$ cat config.mk
export PLATFORM = sky130hd
export DESIGN_NAME = cbaf_front
export DESIGN_NICKNAME = d
export VERILOG_FILES = /design/src/design/crop_box_aspect_fit_core_defines.svh /design/src/design/cbaf_pkg.sv /design/src/design/cbaf_front.sv
export SDC_FILE = /design/constraint.sdc
export NUM_CORES = 2
export LEC_CHECK = 0
export BUFFER_PORTS_ARGS = -buffer_cell sky130_fd_sc_hd__buf_2
export CELL_PAD_IN_SITES_DETAIL_PLACEMENT = 0
export CELL_PAD_IN_SITES_GLOBAL_PLACEMENT = 2
export CORE_MARGIN = 1.5
export CORE_UTILIZATION = 37
export CTS_BUF_LIST = sky130_fd_sc_hd__clkbuf_4
export DETAILED_ROUTE_END_ITERATION = 6
export PLACE_DENSITY = 0.86
export SYNTH_ARGS = -nofsm -noshare
export SYNTH_HDL_FRONTEND = slang
export SYNTH_SLANG_ARGS = --single-unit
$ cat constraint.sdc
create_clock -name clock -period 6.4 [get_ports clock]
set_input_delay 1.28 -clock clock [delete_from_list [all_inputs] [get_ports clock]]
set_output_delay 1.28 -clock clock [all_outputs]
set_load 0.05 [all_outputs]
$ cat src/design/crop_box_aspect_fit_core_defines.svh
// Assertion macros shared by the crop box aspect fit core.
`ifndef CROP_BOX_ASPECT_FIT_CORE_DEFINES_SVH
`define CROP_BOX_ASPECT_FIT_CORE_DEFINES_SVH
`ifndef SYNTH
`define CBAF_ASSERT_IMPLY(name, clk, rst, ante, cons) \
   name: assert property (@(posedge clk) disable iff (rst) (ante) |-> (cons)) \
      else $error("cbaf: implication check failed");
`define CBAF_ASSERT_NEXT(name, clk, rst, ante, cons) \
   name: assert property (@(posedge clk) disable iff (rst) (ante) |=> (cons)) \
      else $error("cbaf: next-cycle check failed");
`else
`define CBAF_ASSERT_IMPLY(name, clk, rst, ante, cons)
`define CBAF_ASSERT_NEXT(name, clk, rst, ante, cons)
`endif
`endif

$ cat src/design/cbaf_pkg.sv
// Shared types, widths and codes of the crop box aspect fit core.
package cbaf_pkg;

   localparam int POS_W     = 12;
   localparam int LEN_W     = 13;
   localparam int PROD_W    = 2 * LEN_W;
   localparam int VAL_W     = PROD_W + 2;
   localparam int CSR_IDX_W = 2;

   localparam int IMAGE_DIM_MAX_DEF = 4096;

   localparam logic [1:0] MODE_PASS   = 2'd0;
   localparam logic [1:0] MODE_WIDE   = 2'd1;
   localparam logic [1:0] MODE_NARROW = 2'd2;

   localparam logic [CSR_IDX_W-1:0] CSR_IMAGE_WIDTH   = 2'd0;
   localparam logic [CSR_IDX_W-1:0] CSR_IMAGE_HEIGHT  = 2'd1;
   localparam logic [CSR_IDX_W-1:0] CSR_TARGET_WIDTH  = 2'd2;
   localparam logic [CSR_IDX_W-1:0] CSR_TARGET_HEIGHT = 2'd3;

   typedef struct packed {
      logic [LEN_W-1:0] image_width;
      logic [LEN_W-1:0] image_height;
      logic [LEN_W-1:0] target_width;
      logic [LEN_W-1:0] target_height;
   } cfg_type;

   localparam cfg_type CFG_RESET = '{
      image_width:   13'd640,
      image_height:  13'd480,
      target_width:  13'd32,
      target_height: 13'd32
   };

   // Box seen along the kept axis (a) and the grown axis (b).
   typedef struct packed {
      logic [1:0]       mode;
      logic [POS_W-1:0] a_pos;
      logic [POS_W-1:0] b_pos;
      logic [LEN_W-1:0] a_len;
      logic [LEN_W-1:0] b_len;
      logic [LEN_W-1:0] img_b;
   } side_type;

   typedef struct packed {
      side_type          side;
      logic [PROD_W-1:0] dvd1;
      logic [LEN_W-1:0]  dvs1;
      logic [PROD_W-1:0] dvd2;
      logic [LEN_W-1:0]  dvs2;
   } div_pay_type;

   typedef struct packed {
      logic        valid;
      div_pay_type pay;
   } div_req_type;

   typedef struct packed {
      logic              valid;
      side_type          side;
      logic [PROD_W-1:0] q1;
      logic [PROD_W-1:0] q2;
   } div_rsp_type;

endpackage

$ cat src/design/cbaf_front.sv
// Front stages: ratio cross products, mode decision and divider operand selection.
module cbaf_front import cbaf_pkg::*; (
   input  logic              clock,
   input  logic              reset,
   input  logic              in_valid,
   input  logic [POS_W-1:0]  box_x,
   input  logic [POS_W-1:0]  box_y,
   input  logic [LEN_W-1:0]  box_width,
   input  logic [LEN_W-1:0]  box_height,
   input  cfg_type           cfg,
   output div_req_type       div_req
);

   logic              s1_vld_ff;
   logic [POS_W-1:0]  s1_x_ff, s1_y_ff;
   logic [LEN_W-1:0]  s1_w_ff, s1_h_ff;
   logic [PROD_W-1:0] s1_wth_ff, s1_htw_ff, s1_ihtw_ff, s1_iwth_ff;

   logic              s2_vld_ff;
   div_pay_type       s2_pay_ff;
   div_pay_type       s2_pay_in;
   logic              ratio_ok;

   always_ff @(posedge clock) begin
      if (reset) begin
         s1_vld_ff <= 1'b0;
         s2_vld_ff <= 1'b0;
      end else begin
         s1_vld_ff <= in_valid;
         s2_vld_ff <= s1_vld_ff;
      end
   end

   always_ff @(posedge clock) begin
      s1_x_ff    <= box_x;
      s1_y_ff    <= box_y;
      s1_w_ff    <= box_width;
      s1_h_ff    <= box_height;
      s1_wth_ff  <= PROD_W'(box_width) * PROD_W'(cfg.target_height);
      s1_htw_ff  <= PROD_W'(box_height) * PROD_W'(cfg.target_width);
      s1_ihtw_ff <= PROD_W'(cfg.image_height) * PROD_W'(cfg.target_width);
      s1_iwth_ff <= PROD_W'(cfg.image_width) * PROD_W'(cfg.target_height);
   end

   assign ratio_ok = (cfg.target_width != '0) && (cfg.target_height != '0);

   always_comb begin
      // default: ratio met or undefined, keep box as is
      s2_pay_in.side.mode  = MODE_PASS;
      s2_pay_in.side.a_pos = s1_x_ff;
      s2_pay_in.side.b_pos = s1_y_ff;
      s2_pay_in.side.a_len = s1_w_ff;
      s2_pay_in.side.b_len = s1_h_ff;
      s2_pay_in.side.img_b = cfg.image_height;
      s2_pay_in.dvd1       = s1_wth_ff;
      s2_pay_in.dvs1       = cfg.target_width;
      s2_pay_in.dvd2       = s1_ihtw_ff;
      s2_pay_in.dvs2       = cfg.target_height;
      if (ratio_ok && (s1_wth_ff > s1_htw_ff)) begin
         s2_pay_in.side.mode = MODE_WIDE;
      end else if (ratio_ok && (s1_wth_ff < s1_htw_ff)) begin
         // too narrow: swap axes, grow the width
         s2_pay_in.side.mode  = MODE_NARROW;
         s2_pay_in.side.a_pos = s1_y_ff;
         s2_pay_in.side.b_pos = s1_x_ff;
         s2_pay_in.side.a_len = s1_h_ff;
         s2_pay_in.side.b_len = s1_w_ff;
         s2_pay_in.side.img_b = cfg.image_width;
         s2_pay_in.dvd1       = s1_htw_ff;
         s2_pay_in.dvs1       = cfg.target_height;
         s2_pay_in.dvd2       = s1_iwth_ff;
         s2_pay_in.dvs2       = cfg.target_width;
      end
   end

   always_ff @(posedge clock) begin
      s2_pay_ff <= s2_pay_in;
   end

   assign div_req.valid = s2_vld_ff;
   assign div_req.pay   = s2_pay_ff;

endmodule

Word level (Yosys, flattened, before mapping) --
Index checks and enable logic that the tools add are counted.
Cells by class: shifts and indexed selects 0, mux-type cells 2, div/mod/pow operators 0, add/sub/neg operators 0, multipliers 4, eq/ne operators 0, reduce and logical (&&, ||, !) cells 5, $lt $le $gt $ge 2, bitwise logic cells 0
Operator list (count):
- $mux 143 | 1
- $mux 141 | 1
- $mul 13x13->26 | 4
- $gt 26x26->1 | 1
- $lt 26x26->1 | 1
- $reduce_bool 13->1 | 2
- $logic_and 1x1->1 | 3
Storage, ports and cells: bits in writable memories 0, word-level logic and storage cells 33, latch bits 0, flip-flop bits (word level) 299, bits in read-only memories 0, bits of input ports 105, memories kept 0

Longest topological paths before layout --
depth in word-level cells 5, gate-level depth with buffers 21, mapped depth without buffers 18

Least setup slack after synthesis --
Ideal clock, no wire load.
path kind input -> register, from input port cfg[17] (netlist name), to register s1_ihtw_ff[22], slack 0.296 ns, stages 21, data arrival time 5.955 ns, required time 6.251 ns, buffers on the path 3, path through clkbuf_1 > clkbuf_1 > nand2_1 > fa_1 > inv_1 > fa_1 > inv_1 > fa_1 > inv_1 > fa_1 > inv_1 > fa_1 > inv_1 > ha_1 > buf_2 > o21ai_0 > a221oi_1 > o21ai_0 > a21o_1 > o21ai_0 > o311ai_0
On the way: cells in the longest elaborated chain, start to end 1
Ends and longest elaborated chain:
- start, declared | RTL line cbaf_front.sv:10 | input cfg_type cfg,
- $mul 13x13->26 | RTL line cbaf_front.sv:41 | s1_ihtw_ff <= PROD_W'(cfg.image_height) * PROD_W'(cfg.target_width);
- end signal, assigned | RTL line cbaf_front.sv:41
- end, declared | RTL line cbaf_front.sv:17 | logic [PROD_W-1:0] s1_wth_ff, s1_htw_ff, s1_ihtw_ff, s1_iwth_ff;
Every way passes these cells. A chain may end at the register's enable or synchronous reset.

Worst setup path in the final report --
Same ends and word-level chain as after synthesis.

==> flow_results.xml <==
<?xml version="1.0" encoding="UTF-8"?>
<metrics>
  <group name="outcome">
    <metric name="result_of_the_run" unit="">finished clean</metric>
  </group>
  <group name="sta">
    <metric name="post-route-min-period" unit="ps">5730</metric>
    <metric name="final.period_utilization" unit="%">89.6</metric>
    <metric name="finalMaxSlewViolations" unit="">0</metric>
    <metric name="finClkSkew" unit="ps">51.9</metric>
    <metric name="setup_viol_count_final" unit="">0</metric>
    <metric name="final_count_of_hold_timing_violations" unit="">0</metric>
    <metric name="worst_slew_pin_slew" unit="ps">667</metric>
    <metric name="max_clock_freq" unit="GHz">0.174</metric>
    <metric name="worst_slew_margin_rel" unit="%">54.9</metric>
    <metric name="grt_setup_unrepaired" unit="">no</metric>
    <metric name="finalSetupTns" unit="ps">0</metric>
  </group>
  <group name="critical_path">
    <metric name="critPathRequiredTime" unit="ps">7030</metric>
    <metric name="timing.rr.start" unit="">s1_htw_ff[25]$_DFF_P_</metric>
    <metric name="path_max_fanout" unit="">13</metric>
    <metric name="worst_setup_path_end_kind" unit="">register</metric>
    <metric name="critical_path.reg2reg.endpoint" unit="">div_req[22]$_DFF_P_</metric>
    <metric name="cpLargestDelayFamily" unit="">adder cells</metric>
    <metric name="crit_path_start" unit="">cfg[17]</metric>
    <metric name="worstRegToRegCells" unit="">9</metric>
    <metric name="setup.worst_path.class" unit="">in2reg</metric>
    <metric name="cp.arrival" unit="ps">6360</metric>
    <metric name="path_cells" unit="">buf_2 -&gt; nand2_1 -&gt; fa_1 -&gt; inv_1 -&gt; fa_1 -&gt; inv_1 -&gt; fa_1 -&gt; inv_1 -&gt; fa_1 -&gt; inv_1 -&gt; fa_1 -&gt; inv_1 -&gt; ha_1 -&gt; o21ai_0 -&gt; a221oi_1 -&gt; o21ai_0 -&gt; a21o_1 -&gt; o311ai_0</metric>
    <metric name="rrSetupSlack" unit="ps">3150</metric>
    <metric name="nature_of_the_critical_path_startpoint" unit="">input port</metric>
    <metric name="max_stage_delay" unit="ps">620</metric>
    <metric name="worst-path-buf-inv" unit="">6</metric>
    <metric name="timing.critical_path.slowest_stage_cell" unit="">sky130_fd_sc_hd__o311ai_0</metric>
  </group>
  <group name="synthesis">
    <metric name="synth_top_cell_by_area" unit="">sky130_fd_sc_hd__fa_1</metric>
    <metric name="syn_nets" unit="">4250</metric>
    <metric name="synthArstFlopShare" unit="%">0</metric>
    <metric name="post_synth_instance_area" unit="mm2">0.0316</metric>
    <metric name="synth.cells.most_frequent" unit="">sky130_fd_sc_hd__inv_1 (727), sky130_fd_sc_hd__fa_1 (484), sky130_fd_sc_hd__nand2_1 (411), sky130_fd_sc_hd__and2_1 (313), sky130_fd_sc_hd__ha_1 (310)</metric>
    <metric name="ys_top_cells_by_area" unit="">sky130_fd_sc_hd__fa_1 (31%), sky130_fd_sc_hd__dfxtp_1 (19%), sky130_fd_sc_hd__ha_1 (12%), sky130_fd_sc_hd__inv_1 (8.6%), sky130_fd_sc_hd__and2_1 (6.2%)</metric>
    <metric name="number_of_distinct_library_cells_after_synthesis" unit="">68</metric>
    <metric name="postSynthRegisterBits" unit="">299</metric>
    <metric name="postSynth.topFlopCell" unit="">sky130_fd_sc_hd__dfxtp_1</metric>
    <metric name="post_synth_inst_count" unit="">3351</metric>
    <metric name="synth_enable_flop_cells" unit="">0</metric>
    <metric name="synthesized_area_divided_by_synthesized_cell_count" unit="um2">9.44</metric>
    <metric name="yosys.cell_count.top_type" unit="">sky130_fd_sc_hd__inv_1</metric>
    <metric name="netlist.area_leader.share" unit="%">30.6</metric>
    <metric name="synth-warning-count" unit="">0</metric>
    <metric name="synth.yosys.seq_area_share" unit="%">18.9</metric>
  </group>
  <group name="final_layout">
    <metric name="multi_input_comb_area" unit="mm2">0.0223</metric>
    <metric name="final-seq-area" unit="mm2">0.00599</metric>
    <metric name="finish.net_count" unit="">4525</metric>
    <metric name="final_core_utilization" unit="%">41.8</metric>
    <metric name="layout.cell_area.non_filler" unit="mm2">0.0354</metric>
    <metric name="layout.filler_cells" unit="">8616</metric>
    <metric name="layout-area-overhead-vs-synth" unit="%">12.0</metric>
    <metric name="ratio_of_cells_with_drive_above_1_in_the_final_layout" unit="%">16.7</metric>
  </group>
  <group name="placement">
    <metric name="gp_congestion" unit="">0.891</metric>
    <metric name="post-dp-hpwl" unit="mm">69.2</metric>
    <metric name="port_buffers" unit="">248</metric>
    <metric name="post_dp_cell_area" unit="mm2">0.0346</metric>
  </group>
  <group name="clock_network">
    <metric name="hold_buffers" unit="">0</metric>
    <metric name="clock_latency" unit="ps">850</metric>
    <metric name="cts_resized" unit="">0</metric>
    <metric name="cts_tree" unit="">done</metric>
    <metric name="cts.sink_count" unit="">299</metric>
    <metric name="clockRootBuffer" unit="">sky130_fd_sc_hd__clkbuf_4</metric>
    <metric name="worst_setup_hold_path_clk_slew" unit="ps">70</metric>
    <metric name="buffers_inserted_by_post_cts_timing_repair" unit="">0</metric>
    <metric name="cts_max_level" unit="">3</metric>
    <metric name="numCtsBuffers" unit="">73</metric>
    <metric name="cts.path.max_buffers" unit="">3</metric>
  </group>
  <group name="min_path">
    <metric name="min_delay_worst_endpoint" unit="">s2_vld_ff$_SDFF_PP0_</metric>
    <metric name="worstHoldPathCells" unit="">1</metric>
    <metric name="holdCritPathClass" unit="">reg2reg</metric>
    <metric name="hold_path.startpoint" unit="">s1_vld_ff$_SDFF_PP0_</metric>
  </group>
  <group name="global_routing">
    <metric name="grt_overflow_total" unit="">0</metric>
    <metric name="grt_first_pass_wirelength" unit="mm">136</metric>
    <metric name="grtUsageTotal" unit="%">20.2</metric>
    <metric name="number_of_antenna_violations_at_the_first_check_in_global_routing" unit="">7</metric>
    <metric name="first_global_vias" unit="">24300</metric>
    <metric name="grt_start_max_net_pins" unit="">83</metric>
  </group>
  <group name="detailed_routing">
    <metric name="route.detailed.vias_per_inst" unit="">4.70</metric>
    <metric name="detail_route.first_pass.iterations" unit="">5</metric>
    <metric name="via_count" unit="">22600</metric>
    <metric name="route.antenna.remaining_nets" unit="">0</metric>
    <metric name="drt_first_iter_violations" unit="">936</metric>
    <metric name="drc_errors" unit="">0</metric>
    <metric name="detail_route.wl_per_cell" unit="um">17.6</metric>
    <metric name="routed_wirelength" unit="mm">84.9</metric>
  </group>
  <group name="floorplan">
    <metric name="floorplan.io_pins" unit="">249</metric>
    <metric name="die_height" unit="um">295</metric>
    <metric name="die_x" unit="um">295</metric>
    <metric name="design.core.area" unit="mm2">0.0849</metric>
    <metric name="initial_utilization" unit="%">37.3</metric>
    <metric name="dieArea" unit="mm2">0.0873</metric>
    <metric name="core.rowCount" unit="">107</metric>
  </group>
  <group name="flow_run">
    <metric name="maxCapViolations" unit="">0</metric>
  </group>
</metrics>
## area by class of cell
class | count | share of cell area (%)
diodes | 4 | 0.0282
clock buffers | 90 | 1.91
clock inverters | 25 | 0.575
inverters | 727 | 7.70
multi-input cells | 2168 | 62.8
flip-flops and latches | 299 | 16.9
well taps | 1144 | 4.04
repair buffers | 357 | 6.06
## through the flow
stage	hold slack, ps	setup WS (ps)	cells
2_1_floorplan	414	296	3351
5_1_grt	452	421	4812
3_5_place_dp	444	-138	4695
4_1_cts	439	731	4810
6_report	448	668	4814
3_3_place_gp	428	-82.8	4695
## cells in the final DEF (no fill, tap or decap), types with 9 or more instances in the layout
cell and instances:
sky130_fd_sc_hd__xnor2_1 47, sky130_fd_sc_hd__inv_1 727, sky130_fd_sc_hd__mux2_2 63, sky130_fd_sc_hd__o21ai_0 54
sky130_fd_sc_hd__and3_1 14, sky130_fd_sc_hd__dfxtp_1 299, sky130_fd_sc_hd__ha_1 310, sky130_fd_sc_hd__xor2_1 26
sky130_fd_sc_hd__mux2_4 79, sky130_fd_sc_hd__and2_1 313, sky130_fd_sc_hd__nand2_1 411, sky130_fd_sc_hd__a21o_1 33
sky130_fd_sc_hd__nand3_1 23, sky130_fd_sc_hd__nor2b_1 9, sky130_fd_sc_hd__a211oi_1 16, sky130_fd_sc_hd__nor2_1 58
sky130_fd_sc_hd__buf_4 102, sky130_fd_sc_hd__o211ai_1 17, sky130_fd_sc_hd__a31oi_1 10, sky130_fd_sc_hd__clkinv_1 12
sky130_fd_sc_hd__a21oi_1 79, sky130_fd_sc_hd__fa_1 484, sky130_fd_sc_hd__nand4_1 9, sky130_fd_sc_hd__nor3_1 19
sky130_fd_sc_hd__buf_2 248, sky130_fd_sc_hd__clkbuf_4 90
## how the worst max path moves through the flow
stage,end,slack (ps),depth (start not counted)
3_3_place_gp,s1_ihtw_ff[22]$_DFF_P_,-80,17
3_5_place_dp,s1_ihtw_ff[22]$_DFF_P_,-140,17
6_report,s1_ihtw_ff[22]$_DFF_P_,670,18
5_1_grt,s1_ihtw_ff[22]$_DFF_P_,420,18
4_1_cts,s1_ihtw_ff[22]$_DFF_P_,730,17
2_1_floorplan,s1_ihtw_ff[22]$_DFF_P_,300,21
## per-layer routing
layer | routed length, um | global-route usage [%]
met3 | 4760 | 4.16
met5 | 13 | 0
met1 | 38900 | 26.5
met2 | 39900 | 34.3
met4 | 1240 | 3.85
## state kept, by name, indices dropped and copies added (netlist names)
signal and flops:
div_req 143, s1_h_ff 13, s1_htw_ff 26, s1_ihtw_ff 26, s1_iwth_ff 26, s1_vld_ff 1, s1_w_ff 13, s1_wth_ff 26
s1_x_ff 12, s1_y_ff 12, s2_vld_ff 1
## kinds of logic after synthesis
group / after synthesis / synth area share (%)
compound gates: 273 / 5.67
xor+xnor: 73 / 2.02
fa+ha+maj: 794 / 42.9
buf+inv: 884 / 10.7
flops: 299 / 18.9
mux: 146 / 6.12
simple gates: 882 / 13.6
Power is left out: the tool's default activity adds up to more than one toggle a clock period on the data nets, which glitch-free logic cannot reach.
