## config.mk

```make
export PLATFORM = sky130hd
export DESIGN_NAME = cbaf_back
export DESIGN_NICKNAME = d
export VERILOG_FILES = /design/src/design/cbaf_pkg.sv /design/src/design/cbaf_back.sv
export VERILOG_INCLUDE_DIRS = /design/src /design/src/design
export SDC_FILE = /design/constraint.sdc
export NUM_CORES = 1
export LEC_CHECK = 0
export ABC_AREA = 1
export BUFFER_PORTS_ARGS = -buffer_cell sky130_fd_sc_hd__buf_2
export CORE_MARGIN = 2
export CORE_UTILIZATION = 50
export CTS_BUF_LIST = sky130_fd_sc_hd__clkbuf_8
export CTS_CLUSTER_DIAMETER = 30
export DETAILED_ROUTE_END_ITERATION = 16
export GPL_TIMING_DRIVEN = 0
export PLACE_DENSITY = 0.73
export REMOVE_ABC_BUFFERS = 1
export SLEW_MARGIN = 25
export SYNTH_ARGS = -nofsm -noshare
export SYNTH_HDL_FRONTEND = slang
export SYNTH_SLANG_ARGS = --single-unit
```

## constraint.sdc

```tcl
create_clock -name clock -period 4.2 [get_ports clock]
set_clock_uncertainty 0.05 [all_clocks]
set_input_delay 0.42 -clock clock [delete_from_list [all_inputs] [get_ports clock]]
set_output_delay 0.42 -clock clock [all_outputs]
set_load 0.01 [all_outputs]
```

## src/design/crop_box_aspect_fit_core_defines.svh

```systemverilog
// Assertion macros shared by the crop box aspect fit core.
`ifndef CROP_BOX_ASPECT_FIT_CORE_DEFINES_SVH
`define CROP_BOX_ASPECT_FIT_CORE_DEFINES_SVH
`ifndef SYNTH
`define CBAF_ASSERT_IMPLY(name, clk, rst, ante, cons) \
   name: assert property (@(posedge clk) disable iff (rst) (ante) |-> (cons)) \
      else $error("cbaf: implication check failed");
`define CBAF_ASSERT_NEXT(name, clk, rst, ante, cons) \
   name: assert property (@(posedge clk) disable iff (rst) (ante) |=> (cons)) \
      else $error("cbaf: next-cycle check failed");
`else
`define CBAF_ASSERT_IMPLY(name, clk, rst, ante, cons)
`define CBAF_ASSERT_NEXT(name, clk, rst, ante, cons)
`endif
`endif

```

## src/design/cbaf_pkg.sv

```systemverilog
// Shared types, widths and codes of the crop box aspect fit core.
package cbaf_pkg;

   localparam int POS_W     = 12;
   localparam int LEN_W     = 13;
   localparam int PROD_W    = 2 * LEN_W;
   localparam int VAL_W     = PROD_W + 2;
   localparam int CSR_IDX_W = 2;

   localparam int IMAGE_DIM_MAX_DEF = 4096;

   localparam logic [1:0] MODE_PASS   = 2'd0;
   localparam logic [1:0] MODE_WIDE   = 2'd1;
   localparam logic [1:0] MODE_NARROW = 2'd2;

   localparam logic [CSR_IDX_W-1:0] CSR_IMAGE_WIDTH   = 2'd0;
   localparam logic [CSR_IDX_W-1:0] CSR_IMAGE_HEIGHT  = 2'd1;
   localparam logic [CSR_IDX_W-1:0] CSR_TARGET_WIDTH  = 2'd2;
   localparam logic [CSR_IDX_W-1:0] CSR_TARGET_HEIGHT = 2'd3;

   typedef struct packed {
      logic [LEN_W-1:0] image_width;
      logic [LEN_W-1:0] image_height;
      logic [LEN_W-1:0] target_width;
      logic [LEN_W-1:0] target_height;
   } cfg_type;

   localparam cfg_type CFG_RESET = '{
      image_width:   13'd640,
      image_height:  13'd480,
      target_width:  13'd32,
      target_height: 13'd32
   };

   // Box seen along the kept axis (a) and the grown axis (b).
   typedef struct packed {
      logic [1:0]       mode;
      logic [POS_W-1:0] a_pos;
      logic [POS_W-1:0] b_pos;
      logic [LEN_W-1:0] a_len;
      logic [LEN_W-1:0] b_len;
      logic [LEN_W-1:0] img_b;
   } side_type;

   typedef struct packed {
      side_type          side;
      logic [PROD_W-1:0] dvd1;
      logic [LEN_W-1:0]  dvs1;
      logic [PROD_W-1:0] dvd2;
      logic [LEN_W-1:0]  dvs2;
   } div_pay_type;

   typedef struct packed {
      logic        valid;
      div_pay_type pay;
   } div_req_type;

   typedef struct packed {
      logic              valid;
      side_type          side;
      logic [PROD_W-1:0] q1;
      logic [PROD_W-1:0] q2;
   } div_rsp_type;

endpackage

```

## src/design/cbaf_back.sv

```systemverilog
// Back stages: center the grown side, fit it in the image, shrink on overflow, saturate.
`include "crop_box_aspect_fit_core_defines.svh"
module cbaf_back import cbaf_pkg::*; #(
   parameter int IMAGE_DIM_MAX = IMAGE_DIM_MAX_DEF
) (
   input  logic              clock,
   input  logic              reset,
   input  div_rsp_type       rsp,
   output logic              out_valid,
   output logic [POS_W-1:0]  fit_x,
   output logic [POS_W-1:0]  fit_y,
   output logic [LEN_W-1:0]  fit_width,
   output logic [LEN_W-1:0]  fit_height
);

   localparam logic signed [VAL_W-1:0] POS_HI = VAL_W'(IMAGE_DIM_MAX - 1);
   localparam logic signed [VAL_W-1:0] LEN_HI = VAL_W'(IMAGE_DIM_MAX);

   function automatic logic signed [VAL_W-1:0] clamp(input logic signed [VAL_W-1:0] v,
                                                     input logic signed [VAL_W-1:0] hi);
      if (v < 0) begin
         return '0;
      end else if (v > hi) begin
         return hi;
      end
      return v;
   endfunction

   // stage 1: half growth, overflow test, shrink difference
   logic                     b1_vld_ff;
   side_type                 b1_side_ff;
   logic [PROD_W-1:0]        b1_q1_ff, b1_q2_ff, b1_half_ff, b1_half_in;
   logic                     b1_ovf_ff, b1_ovf_in;
   logic signed [VAL_W-1:0]  b1_d2_ff, b1_d2_in;

   always_comb begin
      b1_half_in = (rsp.q1 - PROD_W'(rsp.side.b_len)) >> 1;
      b1_ovf_in  = rsp.q1 > PROD_W'(rsp.side.img_b);
      b1_d2_in   = $signed(VAL_W'(rsp.side.a_len)) - $signed(VAL_W'(rsp.q2));
   end

   always_ff @(posedge clock) begin
      b1_side_ff <= rsp.side;
      b1_q1_ff   <= rsp.q1;
      b1_q2_ff   <= rsp.q2;
      b1_half_ff <= b1_half_in;
      b1_ovf_ff  <= b1_ovf_in;
      b1_d2_ff   <= b1_d2_in;
   end

   // stage 2: centered position of the grown side, halved shrink (toward zero)
   logic                     b2_vld_ff;
   side_type                 b2_side_ff;
   logic [PROD_W-1:0]        b2_q1_ff, b2_q2_ff;
   logic                     b2_ovf_ff;
   logic signed [VAL_W-1:0]  b2_bpc_ff, b2_bpc_in, b2_adj_ff, b2_adj_in;
   logic signed [VAL_W-1:0]  bp_raw, d2_rnd;

   always_comb begin
      bp_raw    = $signed(VAL_W'(b1_side_ff.b_pos)) - $signed(VAL_W'(b1_half_ff));
      b2_bpc_in = (bp_raw < 0) ? '0 : bp_raw;
      d2_rnd    = b1_d2_ff + $signed(VAL_W'(b1_d2_ff[VAL_W-1]));
      b2_adj_in = d2_rnd >>> 1;
   end

   always_ff @(posedge clock) begin
      b2_side_ff <= b1_side_ff;
      b2_q1_ff   <= b1_q1_ff;
      b2_q2_ff   <= b1_q2_ff;
      b2_ovf_ff  <= b1_ovf_ff;
      b2_bpc_ff  <= b2_bpc_in;
      b2_adj_ff  <= b2_adj_in;
   end

   // stage 3: push back inside the image or take the full image side
   logic                     b3_vld_ff;
   side_type                 b3_side_ff;
   logic                     b3_ovf_ff;
   logic signed [VAL_W-1:0]  b3_apos_ff, b3_bpos_ff, b3_alen_ff, b3_blen_ff;
   logic signed [VAL_W-1:0]  b3_apos_in, b3_bpos_in, b3_alen_in, b3_blen_in;
   logic signed [VAL_W-1:0]  q1_s, img_s;

   always_comb begin
      q1_s       = $signed(VAL_W'(b2_q1_ff));
      img_s      = $signed(VAL_W'(b2_side_ff.img_b));
      b3_apos_in = $signed(VAL_W'(b2_side_ff.a_pos));
      b3_bpos_in = $signed(VAL_W'(b2_side_ff.b_pos));
      b3_alen_in = $signed(VAL_W'(b2_side_ff.a_len));
      b3_blen_in = $signed(VAL_W'(b2_side_ff.b_len));
      case (b2_side_ff.mode)
         MODE_WIDE, MODE_NARROW: begin
            if (b2_ovf_ff) begin
               b3_bpos_in = '0;
               b3_blen_in = img_s;
               b3_alen_in = $signed(VAL_W'(b2_q2_ff));
               b3_apos_in = b3_apos_in + b2_adj_ff;
            end else begin
               b3_blen_in = q1_s;
               b3_bpos_in = (b2_bpc_ff + q1_s > img_s) ? (img_s - q1_s) : b2_bpc_ff;
            end
         end
         default: begin
         end
      endcase
   end

   always_ff @(posedge clock) begin
      b3_side_ff <= b2_side_ff;
      b3_ovf_ff  <= b2_ovf_ff;
      b3_apos_ff <= b3_apos_in;
      b3_bpos_ff <= b3_bpos_in;
      b3_alen_ff <= b3_alen_in;
      b3_blen_ff <= b3_blen_in;
   end

   // stage 4: swap axes back and saturate into the field ranges
   logic                     out_vld_ff;
   logic [POS_W-1:0]         fit_x_ff, fit_y_ff, fit_x_in, fit_y_in;
   logic [LEN_W-1:0]         fit_w_ff, fit_h_ff, fit_w_in, fit_h_in;
   logic signed [VAL_W-1:0]  x_v, y_v, w_v, h_v;

   always_comb begin
      if (b3_side_ff.mode == MODE_NARROW) begin
         x_v = b3_bpos_ff;
         y_v = b3_apos_ff;
         w_v = b3_blen_ff;
         h_v = b3_alen_ff;
      end else begin
         x_v = b3_apos_ff;
         y_v = b3_bpos_ff;
         w_v = b3_alen_ff;
         h_v = b3_blen_ff;
      end
      fit_x_in = POS_W'(clamp(x_v, POS_HI));
      fit_y_in = POS_W'(clamp(y_v, POS_HI));
      fit_w_in = LEN_W'(clamp(w_v, LEN_HI));
      fit_h_in = LEN_W'(clamp(h_v, LEN_HI));
   end

   always_ff @(posedge clock) begin
      fit_x_ff <= fit_x_in;
      fit_y_ff <= fit_y_in;
      fit_w_ff <= fit_w_in;
      fit_h_ff <= fit_h_in;
   end

   always_ff @(posedge clock) begin
      if (reset) begin
         b1_vld_ff  <= 1'b0;
         b2_vld_ff  <= 1'b0;
         b3_vld_ff  <= 1'b0;
         out_vld_ff <= 1'b0;
      end else begin
         b1_vld_ff  <= rsp.valid;
         b2_vld_ff  <= b1_vld_ff;
         b3_vld_ff  <= b2_vld_ff;
         out_vld_ff <= b3_vld_ff;
      end
   end

   assign out_valid  = out_vld_ff;
   assign fit_x      = fit_x_ff;
   assign fit_y      = fit_y_ff;
   assign fit_width  = fit_w_ff;
   assign fit_height = fit_h_ff;

   `CBAF_ASSERT_IMPLY(ast_grown_side_inside, clock, reset, b3_vld_ff && (b3_side_ff.mode != MODE_PASS), (b3_bpos_ff >= 0) && (b3_bpos_ff + b3_blen_ff <= $signed(VAL_W'(b3_side_ff.img_b))))
   `CBAF_ASSERT_IMPLY(ast_grown_side_not_shorter, clock, reset, b3_vld_ff && (b3_side_ff.mode != MODE_PASS) && !b3_ovf_ff, b3_blen_ff >= $signed(VAL_W'(b3_side_ff.b_len)))
   `CBAF_ASSERT_IMPLY(ast_overflow_shrinks_kept_side, clock, reset, b3_vld_ff && (b3_side_ff.mode != MODE_PASS) && b3_ovf_ff, b3_alen_ff < $signed(VAL_W'(b3_side_ff.a_len)))

endmodule

```

Yosys cells after proc, flatten, opt, wreduce, memory -nomap -nowiden --
Cells that the tools add are included.
Word-level totals: bits in registers 509, input bits 120, output and inout port bits 51
Cells by class: add/sub/neg operators 7, order comparisons 11, eq/ne operators 3, multiplexer cells 33, bitwise logic cells 1, reductions and logical operators 3
Operators by type and width (count):
- $mux 28 | 5
- $mux 13 | 10
- $mux 12 | 10
- $lt 28x1->1 const B | 4
- $gt 28x13->1 const B | 2
- $gt 28x14->1 const B | 2
- $sub 13x26->27 | 2
- $add 13x27->28 | 1
- $add 26x27->28 | 1
- $add 27x2->28 | 1
- $gt 28x14->1 | 1
- $gt 26x13->1 | 1
- $lt 26x1->1 const B | 1
- $sub 12x25->26 | 1
- $sub 26x13->26 | 1
- $mux 1 | 8
- $eq 2x2->1 const B | 2
- $reduce_or 2->1 | 2
- $eq 2x1->1 const B | 1
- $reduce_and 2->1 | 1
- $not 1->1 | 1

Depth between registers and ports, before layout --
depth in word-level cells 6, mapped depth 22, gate-level depth less buffers 21

Least setup slack after synthesis --
Ideal clock, no wire load.
path type reg-to-reg, start reg b2_q1_ff[0], end reg b3_bpos_ff[10], arrival 2.938 ns, required time 4.036 ns, path slack 1.098 ns, stages on the path, launching flop included 18, clock period less this slack 3.102 ns, cell sequence dfxtp_1 > ha_1 > fa_1 > nand3_1 > nand3_1 > nand2_1 > nand2_1 > xor2_1 > ha_1 > nand3_1 > or4_1 > nor2_1 > nand2_2 > nand3_4 > buf_6 > nand2_1 > nand3_1 > nand2_1
Between the ends: longest elaborated chain between the ends 5, elaborated cells on any way between the ends 6, those cells by class add/sub (2); order compare (1); mux (3)
RTL lines:
- from (decl) | RTL line cbaf_back.sv:54 | logic [PROD_W-1:0] b2_q1_ff, b2_q2_ff;
- from (signal assigned) | RTL line cbaf_back.sv:68 | b2_q1_ff <= b1_q1_ff;
- $add 26x27->28 | RTL line cbaf_back.sv:99 | b3_bpos_in = (b2_bpc_ff + q1_s > img_s) ? (img_s - q1_s) : b2_bpc_ff;
- $gt 28x14->1 | RTL line cbaf_back.sv:99
- $mux 28 * | RTL line cbaf_back.sv:99
- $mux 12 * | RTL line cbaf_back.sv:92 | if (b2_ovf_ff) begin
- $mux 12 * | RTL line cbaf_back.sv:90 | case (b2_side_ff.mode)
- net b3_bpos_in[10] | RTL line cbaf_back.sv:80 | logic signed [VAL_W-1:0] b3_apos_in, b3_bpos_in, b3_alen_in, b3_blen_in;
- to (signal assigned) | RTL line cbaf_back.sv:111 | b3_bpos_ff <= b3_bpos_in;
- to (decl) | RTL line cbaf_back.sv:79 | logic signed [VAL_W-1:0] b3_apos_ff, b3_bpos_ff, b3_alen_ff, b3_blen_ff;
Mark *: on every way through the listed nets, which the timed path passes. The rest lies on a longest branch. A chain may end at the register's enable or synchronous reset.

Worst setup path in the final report --
start reg b2_q1_ff[0], end reg b3_bpos_ff[0]
Same word-level chain as after synthesis.

==> run metrics <==
status finished clean; share of power burned in registers 0.453; Root Driver clkbuf_8; most common cell after layout, fill and taps aside nand2_1; Routed WL per cell 16.7 µm; vias in the first global route 16500; clock insertion delay at the later pin of the skew report 670 ps; Placer Congestion between 0.9 and 1; Worst setup EP type flop; Post-Syn Area per Cell 8.32 µm²; Crit Path Class reg -> reg; DR DRC count 0; TritonCTS clock tree yes; met1 Use GR 0.337; largest net degree at the start of global routing between 70 and 80; worst min path class reg -> reg; gr busiest metal met2; Slew headroom 0.302; asr flop ratio synth 0; multi-input logic area 8690 µm²; Final Max Slew Viols 0; clock share of power 0.396; worst slew pin tran approximately 1000 ps; post-route ant nets 0; minimum clock period approximately 4000 ps; GRT Total Usage 0.261; vias 17200; Final Cell Area between 20000 and 25000 µm²; clk buf depth 3; CP max FO 14; Mapped Cells around 2400; most frequent cells in the layout nand2_1, dfxtp_1, inv_1, nor2_1, buf_2; Critical Path Source Type flop; final hold violation count 0; initial DRC count 1328; Die ar. 42000 µm²; clk sinks 504; Area after DPL 21600 µm²; flops & latches, synth 504; Internal 8.57 mW; crit path DAT 4560 ps; Post-DP HPWL 41400 µm; met2 Use GR 0.428; Initial DRT Pass Iterations 5; synth unique cells 57; vias per cell roughly 5.1; Initial Util 0.507; sw frac 0.280; Max VDD drop 458 µV; # rows 73; Die Wd about 200 µm; final setup vio count 0; TritonCTS buffer count 88; WP data required approximately 4700 ps; Core ar. 39800 µm²; Post-synth EDFFs 0; setup TNS 0 ps; RSZ-0062 raised after global routing false; Pleak 12.3 nW; # diodes 0; Net Sw Power approximately 3.3 mW; H-tree depth 3; Die Ht 205 µm; IO buf count 170; Logic pwr share 0.151; antenna violations before repair 0; Max Freq 244 MHz; post-synthesis sequential area ratio 0.500; fin crit share 0.974; Ys Warns 0; Main synth FF type dfxtp_1; Clock transition at path regs 60 ps; GRT met3 Usage 0.0471; Overflow after GRT 0; Mapped Area a little over 20000 µm²; final wirelength 56200 µm; fillers about 3400; first-pass GRT wire length 84900 µm; Area growth syn-to-layout 22.7%; Max-Cap Viols 0; num ports 171; Seq. cell area 10100 µm²; PwrDens 480 nW/µm²; share of layout cells above drive strength 1 0.128; final net count 3020
==> worst max-delay path, stage by stage (launching register included) <==
cell     delay (ps)
dfxtp_1         360
ha_1            280
fa_1            500
nand3_1         120
nand3_1         220
nand2_1         120
nand2_1         180
xor2_1          210
ha_1            320
nand3_1          70
or4_1           570
nor2_4          210
nand2_4         200
nand3_4         260
nand2_1          90
nand3_1          70
nand2_1         110
==> flip-flops by register name (all words and copies together) (netlist names), 2 cells and up <==
| register | count |
|---|---|
| b1_d2_ff | 27 |
| b1_half_ff | 25 |
| b1_q1_ff | 26 |
| b1_q2_ff | 26 |
| b1_side_ff | 65 |
| b2_adj_ff | 27 |
| b2_bpc_ff | 26 |
| b2_q1_ff | 26 |
| b2_q2_ff | 26 |
| b2_side_ff | 65 |
| b3_alen_ff | 26 |
| b3_apos_ff | 28 |
| b3_blen_ff | 26 |
| b3_bpos_ff | 27 |
| b3_side_ff | 2 |
| fit_height | 13 |
| fit_width | 13 |
| fit_x | 12 |
| fit_y | 12 |
==> cell families (layout without fill, tap and decap cells) <==
family | after synthesis | after routing | share of synthesized area
flops | 504 | 504 | 0.500
buf+inv | 398 | 803 | 0.0752
mux | 8 | 8 | 0.00397
fa+ha+maj | 122 | 122 | 0.0778
xor+xnor | 125 | 125 | 0.0542
compound gates | 293 | 293 | 0.0820
other cells | 1 | 7 | 0.000186
simple gates | 976 | 980 | 0.207
==> area by class of cell <==
class	count	share of cell area
flip-flops and latches	504	0.407
multi-input cells	1535	0.351
repair buffers	295	0.0853
clock buffers	101	0.0561
inverters	354	0.0538
well taps	525	0.0265
clock inverters	53	0.0204
==> what timing repair did <==
action / 4_1_cts / 5_1_grt
cloned: 1 / 3
hold buffers: 119 / 0
hold endpoints to repair: 143 / 0
pin swaps: 1 / 2
endpoints found under the setup margin: 26 / 27
buffers inserted: 0 / 2
resized for setup: 1 / 4
==> routing by layer <==
metal	vias to the layer above	routed length, µm
met2	615	25800
met5	-	0
met1	7908	24900
li1	8487	-
met4	0	2100
met3	148	3400
==> through the flow <==
stage	std cells	utilization	hold slack (ps)	power, mW	setup WS [ps]
4_1_cts	3362	0.621	258	11.9	-1.04
5_1_grt	3367	0.622	276	12.4	11.5
2_1_floorplan	2389	-	260	6.56	639
3_5_place_dp	3088	0.543	262	7.16	-104
6_report	3367	0.622	268	11.9	108
3_3_place_gp	3084	0.541	261	7.09	-1380
==> synth_stat cells, types with 6 or more instances <==
library cell  instances  area [µm²]
nand2_1             532        2000
dfxtp_1             504       10100
inv_1               348        1310
nor2_1              208         781
o21ai_0             120         601
ha_1                116        1450
a21oi_1             107         536
nand3_1              87         435
xor2_1               85         744
nand4_1              58         363
xnor2_1              40         350
clkbuf_1             33         124
nor3_1               30         150
nor4_1               14        87.6
o221ai_1             14         123
nand3b_1             10        75.1
buf_2                 8        40.0
mux2i_1               8        80.1
a31oi_1               7        43.8
o211ai_1              7        52.6
fa_1                  6         120
nand2_2               6        37.5
nor2_2                6        37.5
o21a_1                6        45.0
==> power by group through the flow <==
stage | logic [mW] | registers (mW) | clock network (mW)
floorplan | 1.12 | 5.45 | 0
global placement | 1.60 | 5.48 | 0
detailed placement | 1.67 | 5.49 | 0
CTS | 1.77 | 5.39 | 4.78
global route | 2.00 | 5.43 | 5.00
finish | 1.80 | 5.39 | 4.71
==> final timing paths <==
| path | start | to | slack (ps) | depth (start not counted) |
|---|---|---|---|---|
| worst min register to register | b1_side_ff[33] | b2_side_ff[33] | 270 | 0 |
| worst max register to register | b2_q1_ff[0] | b3_bpos_ff[0] | 110 | 16 |
| worst min-delay path | b1_side_ff[33] | b2_side_ff[33] | 270 | 0 |
| worst max-delay path | b2_q1_ff[0] | b3_bpos_ff[0] | 110 | 16 |
(Power assumes the default switching activity.)
